==> src/sv/climate_threshold_controller_assert.svh <==
// ----------------------------------------------------------------------------
// climate_threshold_controller_assert.svh
// Assertion macros shared by the climate threshold controller.
// Each macro expects clk and arst_n in scope.
// ----------------------------------------------------------------------------
`ifndef CLIMATE_THRESHOLD_CONTROLLER_ASSERT_SVH
`define CLIMATE_THRESHOLD_CONTROLLER_ASSERT_SVH

// Same-cycle implication.
`define CTC_ASSERT_NOW(lbl, ante, cons, msg) \
	lbl: assert property (@(posedge clk) disable iff (!arst_n) (ante) |-> (cons)) \
		else $error(msg);

// Next-cycle implication.
`define CTC_ASSERT_NEXT(lbl, ante, cons, msg) \
	lbl: assert property (@(posedge clk) disable iff (!arst_n) (ante) |=> (cons)) \
		else $error(msg);

`endif

==> src/sv/ctc_pkg.sv <==
// ----------------------------------------------------------------------------
// ctc_pkg
// Types and constants shared by the climate threshold controller modules.
// ----------------------------------------------------------------------------
`default_nettype none

package ctc_pkg;

	localparam logic [9:0] DUTY_FULL = 10'd1000;

	// Quotient is at most 1000, so ten restoring steps suffice.
	localparam int DIV_STEPS = 10;
	localparam int CNT_W     = $clog2(DIV_STEPS);

	typedef enum logic [2:0] {
		REG_TEMP_MIN     = 3'd0,
		REG_TEMP_MAX     = 3'd1,
		REG_LIGHT_MIN    = 3'd2,
		REG_LIGHT_MAX    = 3'd3,
		REG_SOIL_MIN     = 3'd4,
		REG_SOIL_MAX     = 3'd5,
		REG_HUMIDITY_MIN = 3'd6,
		REG_HUMIDITY_MAX = 3'd7
	} cfg_idx_t;

	typedef enum logic [2:0] {
		ALERT_NONE        = 3'd0,
		ALERT_TEMPERATURE = 3'd1,
		ALERT_SOIL        = 3'd2,
		ALERT_LIGHT       = 3'd3,
		ALERT_HUMIDITY    = 3'd4
	} alert_t;

	typedef struct packed {
		logic [7:0] temperature;
		logic [7:0] light_level;
		logic [7:0] soil_level;
		logic [7:0] humidity;
	} sample_t;

	typedef struct packed {
		logic       fan_on;
		logic       heater_on;
		logic       irrigation_on;
		logic [9:0] light_duty;
		logic [2:0] alert_code;
		logic       buzzer_on;
	} result_t;

	// Controller to datapath commands.
	typedef struct packed {
		logic load;    // capture sample, evaluate thresholds, seed divider
		logic step;    // one restoring division step
		logic commit;  // write the output register
	} cmd_t;

endpackage

`default_nettype wire

==> src/sv/climate_threshold_controller.sv <==
// ----------------------------------------------------------------------------
// climate_threshold_controller
// Compares a sensor sample set against eight min/max limits and drives fan,
// heater, irrigation (with hysteresis), lamp duty and a prioritized alert.
// ----------------------------------------------------------------------------
// One sample is worked on at a time. An accepted sample is loaded and
// 1000*(max-level) is formed, the one-bit-per-cycle restoring divider
// gives the lamp duty, and the result is committed to the output
// register once the output is free. A new sample is taken only after the
// previous one is committed. A result that waits on out_stall does not
// block the next sample from being worked on; the commit waits until the
// output register is free. The limit registers accept a write in every
// cycle (cfg_ready is held high) and are meant to be written while no
// sample is in progress.
`default_nettype none

module climate_threshold_controller (
	input  wire logic              clk,
	input  wire logic              arst_n,
	input  wire logic              in_valid,
	output logic                   in_stall,
	input  wire ctc_pkg::sample_t  sample,
	output logic                   out_valid,
	input  wire logic              out_stall,
	output ctc_pkg::result_t       result,
	input  wire logic              cfg_valid,
	output logic                   cfg_ready,
	input  wire logic [2:0]        cfg_index,
	input  wire logic [7:0]        cfg_data
);

	ctc_pkg::cmd_t cmd;

	assign cfg_ready = 1'b1;

	ctc_ctrl u_ctrl (
		.clk       (clk),
		.arst_n    (arst_n),
		.in_valid  (in_valid),
		.in_stall  (in_stall),
		.out_valid (out_valid),
		.out_stall (out_stall),
		.cmd       (cmd)
	);

	ctc_datapath u_datapath (
		.clk       (clk),
		.arst_n    (arst_n),
		.cmd       (cmd),
		.cfg_wr    (cfg_valid && cfg_ready),
		.cfg_index (cfg_index),
		.cfg_data  (cfg_data),
		.sample    (sample),
		.result    (result)
	);

`include "climate_threshold_controller_assert.svh"

	`CTC_ASSERT_NOW(a_duty_range, out_valid, result.light_duty <= ctc_pkg::DUTY_FULL, "duty high")
	`CTC_ASSERT_NOW(a_buzzer_match, out_valid, result.buzzer_on == (|result.alert_code), "buzzer")
	`CTC_ASSERT_NEXT(a_busy_after_accept, in_valid && !in_stall, in_stall, "overlap")
	`CTC_ASSERT_NOW(a_no_commit_when_busy_out, cmd.commit, !out_valid || !out_stall, "overwrite")

endmodule

`default_nettype wire

==> src/sv/ctc_ctrl.sv <==
// ----------------------------------------------------------------------------
// ctc_ctrl
// Sequencer: accepts a sample, runs the divider steps, commits the result
// and owns the output valid flag.
// ----------------------------------------------------------------------------
`default_nettype none

module ctc_ctrl (
	input  wire logic          clk,
	input  wire logic          arst_n,
	input  wire logic          in_valid,
	output logic               in_stall,
	output logic               out_valid,
	input  wire logic          out_stall,
	output ctc_pkg::cmd_t      cmd
);

	typedef enum logic [1:0] {
		S_IDLE,
		S_DIV,
		S_WAIT
	} state_t;

	state_t                  state_q;
	logic [ctc_pkg::CNT_W-1:0] cnt_q;
	logic                    out_valid_q;
	logic                    out_free;

	assign in_stall  = (state_q != S_IDLE);
	assign out_valid = out_valid_q;
	assign out_free  = !out_valid_q || !out_stall;

	always_comb begin
		cmd.load   = (state_q == S_IDLE) && in_valid;
		cmd.step   = (state_q == S_DIV);
		cmd.commit = (state_q == S_WAIT) && out_free;
	end

	always_ff @(posedge clk or negedge arst_n) begin
		if (!arst_n) begin
			state_q     <= S_IDLE;
			cnt_q       <= '0;
			out_valid_q <= 1'b0;
		end else begin
			if (cmd.commit)
				out_valid_q <= 1'b1;
			else if (out_valid_q && !out_stall)
				out_valid_q <= 1'b0;
			unique case (state_q)
				S_IDLE: begin
					cnt_q <= '0;
					if (in_valid)
						state_q <= S_DIV;
				end
				S_DIV: begin
					cnt_q <= cnt_q + 1'b1;
					if (cnt_q == ctc_pkg::CNT_W'(ctc_pkg::DIV_STEPS - 1))
						state_q <= S_WAIT;
				end
				S_WAIT: begin
					if (out_free)
						state_q <= S_IDLE;
				end
				default: state_q <= S_IDLE;
			endcase
		end
	end

endmodule

`default_nettype wire

==> src/sv/ctc_datapath.sv <==
// ----------------------------------------------------------------------------
// ctc_datapath
// Limit registers, threshold compares, irrigation hysteresis, a restoring
// divider for the lamp duty and the output register.
// ----------------------------------------------------------------------------
`default_nettype none

module ctc_datapath (
	input  wire logic              clk,
	input  wire logic              arst_n,
	input  wire ctc_pkg::cmd_t     cmd,
	input  wire logic              cfg_wr,
	input  wire logic [2:0]        cfg_index,
	input  wire logic [7:0]        cfg_data,
	input  wire ctc_pkg::sample_t  sample,
	output ctc_pkg::result_t       result
);

	typedef enum logic [1:0] {
		DUTY_SEL_ZERO,
		DUTY_SEL_FULL,
		DUTY_SEL_DIV
	} duty_sel_t;

	logic [7:0] temp_min_q, temp_max_q, light_min_q, light_max_q;
	logic [7:0] soil_min_q, soil_max_q, hum_min_q, hum_max_q;

	logic             irr_q;
	logic             fan_q, heater_q;
	ctc_pkg::alert_t  alert_q;
	duty_sel_t        duty_sel_q;
	logic [7:0]       divisor_q;
	logic [7:0]       rem_q;
	logic [9:0]       num_q;     // numerator low bits in, quotient bits out
	ctc_pkg::result_t result_q;

	// threshold compares
	logic            t_lo, t_hi, s_lo, s_hi, l_lo, l_hi, h_lo, h_hi;
	logic            irr_next;
	ctc_pkg::alert_t alert_next;
	duty_sel_t       duty_sel_next;
	logic [7:0]      diff, span;
	logic [17:0]     prod;
	logic [8:0]      trial;
	logic            trial_ge;

	always_comb begin
		t_lo = sample.temperature < temp_min_q;
		t_hi = sample.temperature > temp_max_q;
		s_lo = sample.soil_level  < soil_min_q;
		s_hi = sample.soil_level  > soil_max_q;
		l_lo = sample.light_level < light_min_q;
		l_hi = sample.light_level > light_max_q;
		h_lo = sample.humidity    < hum_min_q;
		h_hi = sample.humidity    > hum_max_q;

		// below-minimum wins when the soil limits are crossed
		if (s_lo)
			irr_next = 1'b1;
		else if (s_hi)
			irr_next = 1'b0;
		else
			irr_next = irr_q;

		if (t_lo || t_hi)
			alert_next = ctc_pkg::ALERT_TEMPERATURE;
		else if (s_lo || s_hi)
			alert_next = ctc_pkg::ALERT_SOIL;
		else if (l_lo || l_hi)
			alert_next = ctc_pkg::ALERT_LIGHT;
		else if (h_lo || h_hi)
			alert_next = ctc_pkg::ALERT_HUMIDITY;
		else
			alert_next = ctc_pkg::ALERT_NONE;

		diff = light_max_q - sample.light_level;
		span = light_max_q - light_min_q;
		prod = 18'(diff) * 18'(ctc_pkg::DUTY_FULL);

		if (l_lo)
			duty_sel_next = DUTY_SEL_FULL;
		else if (l_hi)
			duty_sel_next = DUTY_SEL_ZERO;
		else if (span == 8'd0)
			duty_sel_next = DUTY_SEL_FULL;
		else
			duty_sel_next = DUTY_SEL_DIV;

		trial    = {rem_q, num_q[9]};
		trial_ge = (trial >= {1'b0, divisor_q});
	end

	always_ff @(posedge clk or negedge arst_n) begin
		if (!arst_n) begin
			temp_min_q  <= 8'd0;
			temp_max_q  <= 8'd255;
			light_min_q <= 8'd0;
			light_max_q <= 8'd255;
			soil_min_q  <= 8'd0;
			soil_max_q  <= 8'd255;
			hum_min_q   <= 8'd0;
			hum_max_q   <= 8'd255;
		end else if (cfg_wr) begin
			unique case (ctc_pkg::cfg_idx_t'(cfg_index))
				ctc_pkg::REG_TEMP_MIN:     temp_min_q  <= cfg_data;
				ctc_pkg::REG_TEMP_MAX:     temp_max_q  <= cfg_data;
				ctc_pkg::REG_LIGHT_MIN:    light_min_q <= cfg_data;
				ctc_pkg::REG_LIGHT_MAX:    light_max_q <= cfg_data;
				ctc_pkg::REG_SOIL_MIN:     soil_min_q  <= cfg_data;
				ctc_pkg::REG_SOIL_MAX:     soil_max_q  <= cfg_data;
				ctc_pkg::REG_HUMIDITY_MIN: hum_min_q   <= cfg_data;
				ctc_pkg::REG_HUMIDITY_MAX: hum_max_q   <= cfg_data;
				default: ;
			endcase
		end
	end

	always_ff @(posedge clk or negedge arst_n) begin
		if (!arst_n)
			irr_q <= 1'b0;
		else if (cmd.load)
			irr_q <= irr_next;
	end

	always_ff @(posedge clk) begin
		if (cmd.load) begin
			fan_q      <= t_hi;
			heater_q   <= t_lo;
			alert_q    <= alert_next;
			duty_sel_q <= duty_sel_next;
			divisor_q  <= span;
			// quotient < 1024 keeps the upper bits below the divisor
			rem_q      <= prod[17:10];
			num_q      <= prod[9:0];
		end else if (cmd.step) begin
			rem_q <= trial_ge ? 8'(trial - {1'b0, divisor_q}) : trial[7:0];
			num_q <= {num_q[8:0], trial_ge};
		end
	end

	always_ff @(posedge clk) begin
		if (cmd.commit) begin
			result_q.fan_on        <= fan_q;
			result_q.heater_on     <= heater_q;
			result_q.irrigation_on <= irr_q;
			result_q.alert_code    <= alert_q;
			result_q.buzzer_on     <= (alert_q != ctc_pkg::ALERT_NONE);
			case (duty_sel_q)
				DUTY_SEL_FULL: result_q.light_duty <= ctc_pkg::DUTY_FULL;
				DUTY_SEL_DIV:  result_q.light_duty <= num_q;
				default:       result_q.light_duty <= 10'd0;
			endcase
		end
	end

	assign result = result_q;

endmodule

`default_nettype wire

==> config.mk <==
export PLATFORM = sky130hd
export DESIGN_NAME = climate_threshold_controller
export DESIGN_NICKNAME = d
export VERILOG_FILES = /design/src/sv/ctc_pkg.sv /design/src/sv/climate_threshold_controller.sv /design/src/sv/ctc_ctrl.sv /design/src/sv/ctc_datapath.sv
export VERILOG_INCLUDE_DIRS = /design/src /design/src/sv
export SDC_FILE = /design/constraint.sdc
export NUM_CORES = 1
export LEC_CHECK = 0
export BUFFER_PORTS_ARGS = -buffer_cell sky130_fd_sc_hd__buf_2
export CAP_MARGIN = 20
export CORE_ASPECT_RATIO = 1.5
export CORE_UTILIZATION = 55
export CTS_CLUSTER_SIZE = 30
export DETAILED_ROUTE_END_ITERATION = 8
export HOLD_SLACK_MARGIN = 0.08
export PLACE_DENSITY_LB_ADDON = 0.12
export SYNTH_ARGS = -nofsm -noshare
export SYNTH_HDL_FRONTEND = slang
export SYNTH_SLANG_ARGS = --single-unit
==> constraint.sdc <==
create_clock -name clk -period 6.1 [get_ports clk]
set_input_delay 0.915 -clock clk [delete_from_list [all_inputs] [get_ports clk]]
set_output_delay 0.915 -clock clk [all_outputs]
set_load 0.02 [all_outputs]
# Yosys cells after proc, flatten, opt, wreduce, memory -nomap -nowiden
# Cells that the tools add are included.
[word_totals]
input_bits = 48
output_inout_bits = 20
ff_bits = 122
elab_cells = 108
[op_classes]
addsub = 4
n_eq_ne = 15
n_reduce_logical = 31
multipliers = 1
muxes = 20
n_lt_le_gt_ge = 9
[ops]
columns = ["op", "count"]
rows = [
  ["$gt A8 B8 Y1", 4],
  ["$lt A8 B8 Y1", 4],
  ["$mux W8", 3],
  ["$sub A8 B8 Y8", 3],
  ["$mux W10", 2],
  ["$pmux W10 S2", 1],
  ["$reduce_and A2 Y1", 9],
  ["$mul A8 B7 Y15 const B", 1],
  ["$eq A3 B3 Y1 const B", 4],
  ["$mux W2", 6],
  ["$reduce_bool A2 Y1", 5],
  ["$ge A9 B8 Y1", 1],
  ["$logic_not A8 Y1", 1],
  ["$pmux W4 S2", 1],
  ["$eq A3 B2 Y1 const B", 2],
  ["$pmux W2 S3", 1],
  ["$logic_or A1 B1 Y1", 5],
  ["$mux W1", 5],
  ["$add A4 B1 Y4 const B", 1],
  ["$eq A2 B1 Y1 const B", 2],
  ["$eq A2 B2 Y1 const B", 2],
  ["$eq A4 B4 Y1 const B", 1],
  ["$ne A2 B1 Y1 const B", 2],
  ["$eq A3 B1 Y1 const B", 1],
  ["other kinds (10)", 13],
]

# Longest topological paths before layout
# Gate-level depths: netlist (run 1).
[depth]
ltp_word = 5
depth_mapped = 21
ltp_nobuf = 21

# Cells and area by module
# Synthesis (run 1) repeated with hierarchy kept, for this count alone.
[hier_totals]
hier_cells = 814
area_unflattened_um2 = 8420.6
[by_module_without_submodules]
columns = ["mod", "cells_each", "seq_area_each_um2", "area_each_um2", "n_inst"]
rows = [
  ["ctc_datapath", 777, 3138.0, 8044.0, 1],
  ["ctc_ctrl", 35, 175.2, 365.4, 1],
  ["climate_threshold_controller", 2, 0.0, 11.3, 1],
]

# Least setup slack after synthesis (run 1)
# OpenSTA, ideal clock, no wires.
[synth_timing]
path_type = "input -> register"
startpoint = "input sample[16] (netlist bit)"
endpoint = "register u_datapath.rem_q[7] (data pin)"
cell_stages = 20
required_ns = 5.832
n_path_buf = 0
setup_slack_ns = 0.495
t_arrival_ns = 5.337
setup_ns = 0.268
cell_sequence = "ha_1 > fa_1 > nor2b_1 > o21ai_0 > a21boi_1 > nor2_1 > xnor2_2 > inv_1 > fa_1 > fa_1 > inv_1 > fa_1 > ha_1 > ha_1 > and3_1 > nor2b_1 > a31o_2 > a21oi_1 > xnor2_1 > mux2i_1"
[synth_between]
elab_chain_cells = 3
[synth_rtl]
columns = ["item", "line_no", "source"]
rows = [
  ["start: declaration", "climate_threshold_controller.sv:22", "input wire ctc_pkg::sample_t sample,"],
  ["$sub A8 B8 Y8", "ctc_datapath.sv:76", "diff = light_max_q - sample.light_level;"],
  ["$mul A8 B7 Y15", "ctc_datapath.sv:78", "prod = 18'(diff) * 18'(ctc_pkg::DUTY_FULL);"],
  ["$mux W8", "ctc_datapath.sv:126", "if (cmd.load) begin"],
  ["end signal: assignment", "ctc_datapath.sv:133", "rem_q <= prod[17:10];"],
  ["end signal: assignment", "ctc_datapath.sv:136", "rem_q <= trial_ge ? 8'(trial - {1'b0, divisor_q}) : trial[7:0];"],
  ["end: declaration", "ctc_datapath.sv:33", "logic [7:0] rem_q;"],
]
# No other way between the ends.
# A chain may end at the register's enable or synchronous reset.

# Worst setup path in the final report (run 1)
[layout_timing]
startpoint = "input sample[16] (netlist bit)"
endpoint = "register u_datapath.rem_q[3] (data pin)"
# The elaborated chain is that of the path after synthesis.

==> impl_metrics.yaml, run 1 <==
final_layout:
  final_nets: 1060
  diodes: 0
  multi_input_area_mm2: 0.00454
  seqCellArea_mm2: 0.00331
  mostFrequentLayoutCell: "ha_1"
  syn2layout_area_growth_pct: 13.5
  most-common-layout-cells: "117 x ha_1, 116 x inv_1, 66 x buf_2"
  n_fill_cell: 1197
  drive_above_1_share_pct: 20.9
setup_path:
  start_kind: "primary input"
  r2r.worst_path.cells: 20
  r2r-start: "u_datapath.light_max_q[0]"
  worstReg2RegEnd: "u_datapath.rem_q[3]"
  worstPathArrival_ns: 5.73
  critPathMaxFanout: 5
  crit_end: "u_datapath.rem_q[3]"
  critical_path_required_ns: 6.24
  end_kind: "flip-flop"
  critPathKind: "primary input to flip-flop"
  r2r_slack_ns: 0.54
  cp-startpoint: "sample[16]"
clock_network:
  cts_tree: "yes"
  cts_root_buf: "clkbuf_16"
  ctsHtreeMaxLevel: 4
  clk_pin_slew_ns: 0.06
  cts_hold_buf: 0
  insertion_delay_ns: 0.42
  cts_setup_buffers: 0
  cts_buffers: 17
  cts_resized: 0
  cts.path.max_buffers: 2
  numClockSinks: 122
timing:
  rsz0062_at_grt: "false"
  post-route-min-period_ns: 5.59
  hold_violations: 0
  fmax_mhz: 179
  finalSetupTns_ns: 0
  maxSlewViolCount: 0
  finalClockSkew_ns: 0.0149
  tightest_slew_ns: 0.902
  setup_viol_count_final: 0
  slew_headroom_pct: 39.8
  min_period_over_period_pct: 91.7
synthesis:
  synth-edff-count: 47
  yosysWarnings: 0
  synth_flop_cell: "edfxtp_1"
  synth-seq-cells: 122
  syn_inst: 796
  synth_cell_types: 61
  syn_area_mm2: 0.00836
  syn_nets: 983
  async_flop_share_pct: 59.0
  synth_area_per_cell_um2: 10.5
  synth-seq-area-share_pct: 39.6
route:
  drtPass1Iterations: 4
  postRouteWirelength_um: 17700
  drc_errors: 0
  viasPerCell: 5.57
  drtIter0Drc: 210
  detail_route.wl_per_cell_um: 16.3
  drtAntennaViolNets: 0
  via_count: 6022
global_route:
  grt-ovfl-total: 0
  antenna_found_initial: 0
  grt_start_max_net_pins: 73
  grt_pass1_vias: 6296
  grt_pass1_wl_um: 29200
  grtUsageTotal_pct: 24.5
placed_design:
  gp_congestion: 0.864
  dpl.hpwl_um: 13900
  io_buffer_count: 66
die:
  dieArea_mm2: 0.0157
  die_w_um: 103
  start_util_pct: 57.0
  num_rows: 54
  die_h_um: 153
  io_pins: 68
  core_area_mm2: 0.0147
worst_hold_path:
  min_path_type: "flip-flop to flip-flop"
run_status:
  outcome: "finished clean"
run:
  cap_viol_max_count: 0
-- how the worst min path moves through the flow --
stage                        start                     to  slack [ns]  cells after the start
2_1_floorplan  u_datapath.heater_q  u_datapath.result[15]        0.40                      0
3_3_place_gp   u_datapath.heater_q  u_datapath.result[15]        0.41                      0
3_5_place_dp      u_datapath.fan_q  u_datapath.result[16]        0.41                      0
4_1_cts           u_datapath.fan_q  u_datapath.result[16]        0.42                      0
5_1_grt           u_datapath.fan_q  u_datapath.result[16]        0.43                      0
6_report          u_datapath.fan_q  u_datapath.result[16]        0.42                      0
-- critical path: stages --
cell	delay, ns
buf_2	0.13
ha_1	0.22
fa_1	0.42
nor2b_1	0.12
o21ai_0	0.11
nand2b_1	0.11
xor2_1	0.40
ha_1	0.33
inv_1	0.11
fa_1	0.44
fa_1	0.50
fa_1	0.53
inv_1	0.05
ha_1	0.34
nand2_1	0.11
o221ai_1	0.21
a21o_1	0.24
a21oi_1	0.18
xor2_1	0.17
mux2i_1	0.09
-- layout make-up --
cell class / instances / area share, %
Sequential cell: 122 / 34.9
Clock buffer: 17 / 4.48
Multi-Input combinational cell: 543 / 47.8
Timing Repair Buffer: 72 / 3.96
Inverter: 117 / 4.63
Tap cell: 196 / 2.58
Clock inverter: 15 / 1.58
-- synthesized netlist by cell type, types with 5 or more instances --
master	n	share of area, %
o31a_1	6	0.63
a21o_1	17	1.5
o21bai_1	5	0.45
a21oi_1	39	2.3
nand3_1	7	0.42
nor2_1	29	1.3
inv_1	116	5.2
fa_1	22	5.3
xnor2_1	16	1.7
nor3_1	5	0.30
o21ai_0	58	3.5
edfxtp_1	47	17
ha_1	117	18
mux2i_1	13	1.6
nor2b_1	12	0.90
dfrtp_1	40	12
clkbuf_1	11	0.49
nand2_1	60	2.7
xor2_1	8	0.84
a22o_1	5	0.52
mux2_2	38	5.1
or3_1	5	0.37
and2_1	5	0.37
nand2b_1	10	0.75
o21a_1	11	0.99
nand4_1	7	0.52
dfstp_2	32	10
-- metrics by stage --
step / cells / hold WS [ns] / cell area, um^2 / worst slack, ns / util, %
5_1_grt: 1082 / 0.428 / 9490 / 0.212 / 64.7
4_1_cts: 1082 / 0.423 / 9490 / 0.504 / 64.7
6_report: 1082 / 0.423 / 9490 / 0.506 / 64.7
3_3_place_gp: 1050 / 0.406 / 8910 / 0.227 / 60.8
2_1_floorplan: 796 / 0.400 / 8360 / 0.495 / -
3_5_place_dp: 1050 / 0.411 / 8910 / 0.0673 / 60.8
-- flip-flops by register name, indices dropped and copies added, names as in the netlist, 2 cells and up --
signal and count:
u_ctrl.cnt_q 4, u_ctrl.state_q 2, u_datapath.alert_q 3, u_datapath.divisor_q 8, u_datapath.duty_sel_q 2, u_datapath.hum_max_q 8
u_datapath.hum_min_q 8, u_datapath.light_max_q 8, u_datapath.light_min_q 8, u_datapath.num_q 10, u_datapath.rem_q 8, u_datapath.result 17
u_datapath.soil_max_q 8, u_datapath.soil_min_q 8, u_datapath.temp_max_q 8, u_datapath.temp_min_q 8
-- metal layers --
metal	track usage, %	share of wire (%)
met1	24.5	37
met2	47.1	57
met3	4.62	3.1
met4	10.3	2.9
met5	0	0
-- cell families after synthesis --
kind of cell,count (synthesis),synth area share (%)
buffers and inverters,131,6.03
flip-flops,122,39.6
XOR/XNOR,25,2.71
AND/OR/NAND/NOR,159,9.64
other,1,0.0449
multiplexers,51,6.68
AO/OA/AOI/OAI,168,12.5
adder cells (fa/ha/maj),139,22.8
Power of run 1 is left out: the tool's default activity adds up to more than one toggle a clock period on the data nets, which glitch-free logic cannot reach.
==> run 2, diff against run 1 <==
--- a/config.mk
+++ b/config.mk
@@ -16,4 +16,5 @@
 export PLACE_DENSITY_LB_ADDON = 0.12
 export SYNTH_ARGS = -nofsm -noshare
 export SYNTH_HDL_FRONTEND = slang
+export SYNTH_HIERARCHICAL = 1
 export SYNTH_SLANG_ARGS = --single-unit
==> run 2 against run 1 <==
Against the previous run: via count increased by 2.3%; first-iteration DRC count decreased by 33%; setup slack lost 0.098 ns; final area up 1.2%; register-to-register slack improved by 0.04 ns.
==> impl_metrics.yaml, run 2 <==
run_status:
  outcome: "finished clean"
placed_design:
  place_area_mm2: 0.00902
  gp_congestion: 0.870
  dpl.hpwl_um: 14400
  io_buffer_count: 66
global_route:
  grt-ovfl-total: 0
  grt_pass1_wl_um: 30400
  grt_start_max_net_pins: 73
  grt_pass1_vias: 6529
  grtUsageTotal_pct: 25.2
  antenna_found_initial: 0
worst_hold_path:
  min_path_type: "flip-flop to flip-flop"
synthesis:
  synth_top_area_share_pct: 17.4
  yosysTopAreaCell: "ha_1"
  synth-seq-area-share_pct: 39.3
  yosysWarnings: 6
  synth_area_leaders: "ha_1 17%, edfxtp_1 17%, dfrtp_1 12%"
  syn_area_mm2: 0.00842
  synth_area_per_cell_um2: 10.3
  synth_flop_cell: "edfxtp_1"
  async_flop_share_pct: 59.0
  yosys-top-cells-count: "117 x ha_1, 114 x inv_1, 63 x nand2_1"
  synth-edff-count: 47
  synth_cell_types: 57
  synth-seq-cells: 122
  syn_inst: 814
  syn_nets: 999
  synth_most_common_cell: "ha_1"
setup_path:
  start_kind: "primary input"
  end_kind: "flip-flop"
  critPathMaxFanout: 5
  cpPeakStageDelay_ns: 0.57
  critPathKind: "primary input to flip-flop"
  crit_path_top_delay_cell: "fa_1"
  crit_top_cell: "ha_1"
  critical_path_required_ns: 6.24
  path_cells: "buf_2 > ha_1 > inv_1 > fa_1 > a21o_1 > a211o_1 > a21oi_1 > xnor2_1 > ha_1 > fa_1 > fa_1 > ha_1 > ha_1 > a2111oi_0 > o211ai_1 > nand2_1 > a31oi_1 > xnor2_1 > a22oi_1"
  worstPathArrival_ns: 5.84
final_layout:
  final_nets: 1079
  syn2layout_area_growth_pct: 14.0
  final_area_mm2: 0.00960
  diodes: 0
  mostFrequentLayoutCell: "ha_1"
  reg_top3: "u_datapath/result: 17 flops, u_datapath/num_q: 10 flops"
  max_flop_register: "u_datapath/result"
  drive_above_1_share_pct: 21.3
  largest_register_ffs: 17
  most-common-layout-cells: "117 x ha_1, 114 x inv_1, 66 x buf_2"
clock_network:
  clk_pin_slew_ns: 0.06
  ctsHtreeMaxLevel: 4
  numClockSinks: 122
  cts_buffers: 17
  insertion_delay_ns: 0.41
  cts_tree: "yes"
  cts_root_buf: "clkbuf_16"
  cts_hold_buf: 0
  cts.path.max_buffers: 2
die:
  start_util_pct: 56.1
  num_rows: 55
  die_h_um: 154
  dieArea_mm2: 0.0158
  die_w_um: 103
  core_area_mm2: 0.0150
  io_pins: 68
run:
  cap_viol_max_count: 0
timing:
  rsz0062_at_grt: "false"
  fmax_mhz: 176
  finalClockSkew_ns: 0.00935
  min_period_over_period_pct: 93.3
  hold_violations: 0
  slew_headroom_pct: 34.9
  post-route-min-period_ns: 5.69
  maxSlewViolCount: 0
  whs_ns: 0.414
  tightest_slew_ns: 0.976
  setup_viol_count_final: 0
route:
  drc_errors: 0
  drtAntennaViolNets: 0
  drtIter0Drc: 141
  detail_route.wl_per_cell_um: 16.5
  postRouteWirelength_um: 18300
  viasPerCell: 5.57
  drtPass1Iterations: 5
  via_count: 6163
run 2: cell types whose count changed in the layout (fill, tap and decap cells not counted), sizes merged, moves of 4 or more:
| cell | before | now |
|---|---|---|
| o211ai | 0 | 5 |
| a22o | 5 | 1 |
| buf | 72 | 78 |
| nor2 | 29 | 34 |
| o21a | 11 | 15 |
| xnor2 | 17 | 25 |
run 2: layout make-up:
class / instances / area [um^2]
Fill cell: 1242 / 5400
Clock inverter: 14 / 123
Inverter: 114 / 428
Clock buffer: 18 / 450
Multi-Input combinational cell: 561 / 4620
Timing Repair Buffer: 78 / 420
Tap cell: 199 / 249
Sequential cell: 122 / 3310
run 2: repair_timing:
action,4_1_cts,5_1_grt
setup endpoints to repair,0,1
resized for setup,0,1
setup buffers,0,0
run 2: path summary, 6_finish.rpt:
| kind | slack (ns) | endpoint | from | depth (start not counted) |
|---|---|---|---|---|
| worst min-delay path | 0.41 | u_datapath/result[15] | u_datapath/heater_q | 0 |
| worst min register to register | 0.41 | u_datapath/result[15] | u_datapath/heater_q | 0 |
| min in group asynchronous | 0.71 | u_ctrl/out_valid | arst_n | 2 |
| worst max-delay path | 0.41 | u_datapath/rem_q[7] | sample[16] | 19 |
| worst max register to register | 0.58 | u_datapath/rem_q[7] | u_datapath/light_max_q[0] | 19 |
| max in group asynchronous | 4.74 | u_datapath/soil_min_q[6] | arst_n | 2 |
run 2: metrics by stage:
| step | instances | utilization [%] | setup TNS (ns) | setup slack, ns |
|---|---|---|---|---|
| floorplan | 814 | - | 0 | 0.458 |
| global placement | 1073 | 60.1 | 0 | 0.113 |
| detailed placement | 1074 | 60.1 | -0.174 | -0.0953 |
| CTS | 1106 | 63.9 | 0 | 0.317 |
| global route | 1106 | 64.0 | 0 | 0.0778 |
| finish | 1106 | 64.0 | 0 | 0.408 |
run 2: kinds of logic (layout without fill, tap and decap cells):
| kind of cell | count (synthesis) | count (layout) | synth area share, % |
|---|---|---|---|
| simple gates | 170 | 170 | 9.94 |
| fa+ha+maj | 137 | 137 | 22.1 |
| mux | 48 | 48 | 6.26 |
| other cells | 1 | 1 | 0.0445 |
| compound gates | 174 | 174 | 13.1 |
| buf+inv | 131 | 224 | 5.99 |
| xor+xnor | 31 | 31 | 3.22 |
| flops | 122 | 122 | 39.3 |
run 2: layer usage:
layer / wire length, um / part of all wire [%] / global-route usage [%] / up-vias
met3: 607 / 3.3 / 4.86 / 38
met2: 10500 / 57 / 48.1 / 126
li1: - / - / - / 2995
met5: 0 / 0 / 0 / -
met4: 647 / 3.5 / 11.5 / 0
met1: 6560 / 36 / 25.5 / 3004
run 2: worst max-delay path, delay by kind of cell:
family	cells	cell delay, ns
simple gates	1	0.14
fa+ha+maj	7	2.57
xor+xnor	2	0.44
compound gates	7	1.59
buf+inv	2	0.16
Power of run 2 is left out for the same reason.
